**src/sortrk_pkg.sv**
```systemverilog
// Shared types, constants and helper function of the reference tracker.
package sortrk_pkg;

   localparam int DATA_W        = 32;
   localparam int LIM_W         = 31;
   localparam int PROD_W        = 2 * DATA_W;
   localparam int FRAC_BITS_DEF = 20;
   localparam int CSR_IDX_W     = 3;

   typedef logic signed [DATA_W-1:0] word_type;
   typedef logic [LIM_W-1:0]         ulim_type;

   // Register map of the configuration port
   typedef enum logic [CSR_IDX_W-1:0] {
      CSR_DAMPING = 3'd0,
      CSR_SPRING  = 3'd1,
      CSR_LEAD    = 3'd2,
      CSR_LIMIT   = 3'd3,
      CSR_STEP    = 3'd4
   } csr_index_type;

   // Reset values (Q12.20)
   localparam word_type DAMPING_RST = -32'sd6606029;
   localparam word_type SPRING_RST  = -32'sd12845056;
   localparam word_type LEAD_RST    = -32'sd385352;
   localparam ulim_type LIMIT_RST   = 31'd85598;
   localparam ulim_type STEP_RST    = 31'd17476;
   localparam word_type POS_XY_RST  = 32'sd855980;
   localparam word_type POS_Z_RST   = 32'sd0;

   // Coefficient set seen by every lane
   typedef struct packed {
      word_type damping;
      word_type spring;
      word_type lead;
      ulim_type limit;
      ulim_type step;
   } coef_type;

   // Step strobes from the sequencer to the lanes and the merge stage
   typedef struct packed {
      logic load;
      logic mul_damp;
      logic mul_spring;
      logic mul_rate;
      logic mul_dstep;
      logic mul_spos;
      logic mul_lead;
      logic push;
   } lane_ctl_type;

   // Saturate a wide signed value to the 32-bit range
   function automatic word_type sat_word(input logic signed [PROD_W-1:0] v);
      word_type res;
      if (v[PROD_W-1:DATA_W-1] == {(PROD_W-DATA_W+1){v[PROD_W-1]}}) begin
         res = v[DATA_W-1:0];
      end else if (v[PROD_W-1]) begin
         res = {1'b1, {(DATA_W-1){1'b0}}};
      end else begin
         res = {1'b0, {(DATA_W-1){1'b1}}};
      end
      return res;
   endfunction

endpackage

```
**src/sortrk_rsp_if.sv**
```systemverilog
// Response channel: modelled positions for three axes after one tick.
interface sortrk_rsp_if;
   logic                     valid;
   logic                     ready;
   logic signed [31:0]       pos_x;
   logic signed [31:0]       pos_y;
   logic signed [31:0]       pos_z;

   modport source (output valid, output pos_x, output pos_y, output pos_z, input ready);
   modport sink   (input valid, input pos_x, input pos_y, input pos_z, output ready);
endinterface

```
**src/sortrk_merge.sv**
```systemverilog
// Merge stage: gathers the three lane results into one response word register.
module sortrk_merge (
   input  logic                   clock,
   input  logic                   reset,
   input  sortrk_pkg::lane_ctl_type ctl,
   input  sortrk_pkg::word_type   lane_x,
   input  sortrk_pkg::word_type   lane_y,
   input  sortrk_pkg::word_type   lane_z,
   output logic                   can_push,
   sortrk_rsp_if.source           rsp_if
);

   logic                 valid_ff;
   sortrk_pkg::word_type pos_x_ff, pos_y_ff, pos_z_ff;

   // Room when empty or when the held word leaves this cycle
   assign can_push = !valid_ff || rsp_if.ready;

   always_ff @(posedge clock) begin
      if (reset) begin
         valid_ff <= 1'b0;
      end else if (ctl.push) begin
         valid_ff <= 1'b1;
      end else if (rsp_if.ready) begin
         valid_ff <= 1'b0;
      end
   end

   always_ff @(posedge clock) begin
      if (ctl.push) begin
         pos_x_ff <= lane_x;
         pos_y_ff <= lane_y;
         pos_z_ff <= lane_z;
      end
   end

   assign rsp_if.valid = valid_ff;
   assign rsp_if.pos_x = pos_x_ff;
   assign rsp_if.pos_y = pos_y_ff;
   assign rsp_if.pos_z = pos_z_ff;

endmodule

```
**src/flat_wrapper.sv**
```systemverilog
// flat-port wrapper written by rule: the top's interface ports become plain ports
module sortrk_merge_flat 
  (clock, reset, ctl, lane_x, lane_y, lane_z, can_push, rsp_if_valid, rsp_if_pos_x, rsp_if_pos_y, rsp_if_pos_z, rsp_if_ready);
  sortrk_rsp_if rsp_if_i ();
  input  logic clock;
  input  logic reset;
  input  sortrk_pkg::lane_ctl_type ctl;
  input  sortrk_pkg::word_type lane_x;
  input  sortrk_pkg::word_type lane_y;
  input  sortrk_pkg::word_type lane_z;
  output logic can_push;
  output wire logic [$bits(rsp_if_i.valid)-1:0] rsp_if_valid;
  output wire logic [$bits(rsp_if_i.pos_x)-1:0] rsp_if_pos_x;
  output wire logic [$bits(rsp_if_i.pos_y)-1:0] rsp_if_pos_y;
  output wire logic [$bits(rsp_if_i.pos_z)-1:0] rsp_if_pos_z;
  input wire logic [$bits(rsp_if_i.ready)-1:0] rsp_if_ready;
  assign rsp_if_valid = rsp_if_i.valid;
  assign rsp_if_pos_x = rsp_if_i.pos_x;
  assign rsp_if_pos_y = rsp_if_i.pos_y;
  assign rsp_if_pos_z = rsp_if_i.pos_z;
  assign rsp_if_i.ready = rsp_if_ready;
  sortrk_merge u_core (.clock(clock), .reset(reset), .ctl(ctl), .lane_x(lane_x), .lane_y(lane_y), .lane_z(lane_z), .can_push(can_push), .rsp_if(rsp_if_i));
endmodule
```
**config.mk**
```make
export PLATFORM = sky130hd
export DESIGN_NAME = sortrk_merge_flat
export DESIGN_NICKNAME = d
export VERILOG_FILES = /design/src/sortrk_pkg.sv /design/src/sortrk_rsp_if.sv /design/src/sortrk_merge.sv /design/src/flat_wrapper.sv
export SDC_FILE = /design/constraint.sdc
export NUM_CORES = 1
export LEC_CHECK = 0
export ABC_AREA = 1
export BUFFER_PORTS_ARGS = -buffer_cell sky130_fd_sc_hd__buf_2
export CELL_PAD_IN_SITES_DETAIL_PLACEMENT = 1
export CELL_PAD_IN_SITES_GLOBAL_PLACEMENT = 1
export CORE_MARGIN = 3
export CORE_UTILIZATION = 34
export DETAILED_ROUTE_END_ITERATION = 12
export PLACE_DENSITY_LB_ADDON = 0.3
export SYNTH_ARGS = -nofsm -noshare
export SYNTH_HDL_FRONTEND = slang
export SYNTH_SLANG_ARGS = --single-unit
export TNS_END_PERCENT = 30
```
**constraint.sdc**
```tcl
create_clock -name clock -period 1.45 [get_ports clock]
set_input_delay 0.2175 -clock clock [delete_from_list [all_inputs] [get_ports clock]]
set_output_delay 0.2175 -clock clock [all_outputs]
set_load 0.1 [all_outputs]
```
# --- Word-level counts from Yosys, hierarchy flattened ---
# Cells that the tools add are included.
classes:
  muxes: 2
  n_reduce_logical: 3
ops:
  columns: ["op", "count"]
  rows:
  - ["$mux 1", 2]
  - ["$reduce_bool 2->1", 1]
  - ["$logic_not 1->1", 1]
  - ["$logic_or 1x1->1", 1]
totals:
  out_inout_bits: 98
  wordCells: 9
  reg_bits: 97

# --- Longest topological paths before layout ---
logic_depth:
  depth_word: 2
  ltp_mapped: 3

# --- Worst setup path after synthesis ---
# No wires, ideal clock.
synth_path:
  kind: "reg-to-reg"
  from: "register, netlist name u_core.rsp_if.valid"
  to: "register u_core.valid_ff (netlist: u_core.rsp_if.valid)"
  path_slack_ns: -0.369
  arrival_time_ns: 1.747
  synth_period_minus_slack_ns: 1.819
  t_required_ns: 1.378
  path_stages_with_launch: 3
  cell_sequence: "dfxtp_1 > nand2_2 > a21oi_2"
synth_rtl:
  columns: ["element", "line_no", "text"]
  rows:
  - ["to (signal assigned)", "sortrk_merge.sv:21", "valid_ff <= 1'b0;"]
  - ["to (signal assigned)", "sortrk_merge.sv:23", "valid_ff <= 1'b1;"]
  - ["to (signal assigned)", "sortrk_merge.sv:25", "valid_ff <= 1'b0;"]
  - ["to (decl)", "sortrk_merge.sv:13", "logic valid_ff;"]

# --- Worst setup path in the final report ---
layout_path:
  from: "register u_core.valid_ff (netlist: u_core.rsp_if.valid)"
  to: "output can_push"
layout_between:
  elab_chain_cells: 2
layout_rtl:
  columns: ["element", "line_no", "text"]
  rows:
  - ["$logic_not 1->1", "sortrk_merge.sv:17", "assign can_push = !valid_ff || rsp_if.ready;"]
  - ["$logic_or 1x1->1", "sortrk_merge.sv:17", null]
  - ["to (decl)", "flat_wrapper.sv:11", "output logic can_push;"]
# Every way passes these cells.

==> results by group <==
Global routing
  – Initial antenna violation count: 1
  – Largest net degree at the start of global routing: 25
  – Global-route wire length before repair: 10.7 mm
  – Number of global-route vias before repair: 2006
  – Total Routing Usage GR: 0.147
  – Overflow left after global routing: 0

Synthesis
  – Synth unique cells: 5
  – Yosys top cell area share: 0.985
  – Seq/Total Area, Yosys: 0.992
  – Avg Inst Size Synth: 29.0 um2
  – Post-synthesis xor/xnor area fraction: 0
  – Mux contribution to synthesized area: 0
  – Post-Syn Nets: 208
  – Compound-Gate Fraction of Synth Area: 0.00299
  – Synth top area cells: edfxtp_1 99%, dfxtp_1 0.68%, a21oi_2 0.30%
  – Post-synthesis simple-gate area fraction: 0.00214
  – Largest family of logic cells by synthesized area: compound AO/OA/AOI/OAI gates
  – Synthesized area: 2930 um2
  – #FFs+latches synth: 97
  – Synth Area in Adders: 0
  – Yosys warns: 0
  – Cell taking the most area after synthesis: edfxtp_1
  – Post-Syn Instances: 101

Critical path
  – RR Startpoint: u_core.rsp_if.valid$_SDFFE_PP0P_
  – CP startpoint kind: flop
  – Crit path max-delay family: buffers and inverters
  – Critical path class: flop to output pin
  – CP max FO: 2
  – R2R depth: 2
  – Slowest-stage cell, CP: buf_2
  – Worst r2r dst: u_core.rsp_if.valid$_SDFFE_PP0P_
  – Arr. time, crit path: 1.17 ns
  – Critical path's largest stage delay: 0.42 ns
  – Setup crit end kind: output pin
  – Worst Path Buf+Inv: 1
  – R2R setup slack: 0.87 ns
  – CP required: 1.23 ns
  – Cell Chain, Critical Path: nand2_2, buf_2
  – Setup crit start: u_core.rsp_if.valid$_SDFFE_PP0P_

Floorplan
  – Die height: 98.8 um
  – Initial Utilization: 0.352
  – Die area: 9750 um2
  – Cell row count: 33
  – Die W: 98.8 um
  – Core area: 8300 um2
  – # IOs: 205

CTS
  – CTS root buf: clkbuf_8
  – Clk Latency, worst-skew pair: 0.34 ns
  – Clock sinks: 97
  – Clk pin slew, worst setup/hold paths: 0.10 ns
  – H-tree depth: 3
  – Clk buf depth: 2
  – Num CTS Buffers: 9
  – CTS tree: done
  – Setup Fix Bufs, Post-CTS: 0

Cells and area
  – Share of cells above drive strength 1: 0.691
  – Layout fillers: 830
  – Nets: 423
  – Antenna diodes: 0
  – Finished Cell Area: 4350 um2
  – Area of the multi-input gates: 15.0 um2
  – Layout area overhead: 48.8%
  – FF+latch area: 2900 um2
  – Post-Route Utilization: 0.525
  – Non-Filler Instances: 425

Drt
  – Met3 wire length: 929 um
  – Highest routed layer: met5
  – Routed wire per std cell: 16.8 um
  – Post-DR vias/cell: 4.29
  – Routed Antenna Nets: 0
  – Wirelength, routed: 7.12 mm
  – DR DRC count: 0
  – Met2 Routed Length: 3.78 mm
  – M1 WL: 2.29 mm
  – TritonRoute pass-1 iters: 4
  – DR iter-0 viols: 59
  – Routed vias: 1824

Pwr
  – Cell Pwr Density: 1670 nW/um2
  – Leakage: 0.00189 uW
  – Peak supply drop: 0.651 mV

Outcome
  – Status: complete, no violations

Timing
  – Fin. max-slew vios: 0
  – Setup violators final: 0
  – Worst Clk Skew: 0 ns
  – Post-route minimum period: 1.39 ns
  – FMAX: 721 MHz
  – Slew HR: 0.664
  – RSZ-0062 raised after global routing: false
  – Final worst path period share: 0.957
  – Setup_tns: 0 ns
  – Fin. Hold Viols: 0
  – Slew of the pin with the lowest slew margin: 0.508 ns
  – Setup ws final: 0.0625 ns

Place
  – Final estimated routing congestion in global placement: 0.689
  – DP Cell Count: 409
  – Port buffer count: 197
  – Post-detail-place hpwl: 5.69 mm
  – Pre-CTS setup slack: 0.383 ns
  – Area post-placement: 4130 um2

Job
  – Max-Cap Viols: 0

Hold path
  – Hold path start: lane_z[13]
  – Hold path cells: 1
  – Worst Hold Class: input port to flop
  – Hold-critical path endpoint: u_core.rsp_if.pos_z[13]$_DFFE_PP_
[through the flow]
stage	total power, uW	hold WS [ns]
2_1_floorplan	5050	0.273
3_5_place_dp	5470	0.376
3_3_place_gp	5440	0.371
6_report	7260	0.0374
4_1_cts	7350	0.0142
5_1_grt	7520	0.00307
[what timing repair did]
action / CTS / global route
resized for setup: 0 / 0
hold endpoints to repair: 1 / 0
hold buffers: 1 / 0
[layer usage]
layer  vias up  track usage
met5         -            0
met4         2       0.0651
met3        10       0.0722
met2       122        0.259
met1       857        0.143
li1        833            -
[sequential cells by signal, indices dropped and copies added, names as in the netlist]
register and flops:
u_core.rsp_if.valid 1, u_core.rsp_if.pos_y 32, u_core.rsp_if.pos_z 32, u_core.rsp_if.pos_x 32
[worst max-delay path by stage]
stage	to	cells past startpoint
detailed placement	u_core.rsp_if.pos_y[12]$_DFFE_PP_	2
CTS	can_push	2
finish	can_push	2
global route	can_push	2
floorplan	u_core.rsp_if.valid$_SDFFE_PP0P_	2
global placement	u_core.rsp_if.pos_x[16]$_DFFE_PP_	2
[cell usage in the layout, fill, tap and decap left out, drive strengths merged]
cell type,n
buf,203
edfxtp,96
clkbuf,9
inv,4
bufinv,2
clkinv,2
nand2,1
a21oi,1
dlygate4sd3,1
dfxtp,1
[cell usage after synthesis (all sizes together)]
library cell	instances
a21oi	1
dfxtp	1
edfxtp	96
inv	2
nand2	1
[area by class of cell]
class,count,share of cell area
flip-flops and latches,97,0.667
repair buffers,204,0.248
well taps,105,0.0302
clock buffers,9,0.0284
clock inverters,6,0.0210
multi-input cells,2,0.00345
inverters,2,0.00172
[power breakdown]
part	leakage [uW]	internal, uW	total (uW)	switching (uW)
Clock	0.000110	975	1870	894
Sequential	0.000948	3320	3370	52.0
Combinational	0.000836	255	2020	1770
[kinds of logic (layout without fill, tap and decap cells)]
group	count (synthesis)	in the layout
DFF	97	97
buffers and inverters	2	221
AOI/OAI and AO/OA	1	1
and+or+nand+nor	1	1
No activity file was read; power rests on OpenSTA's default activity.
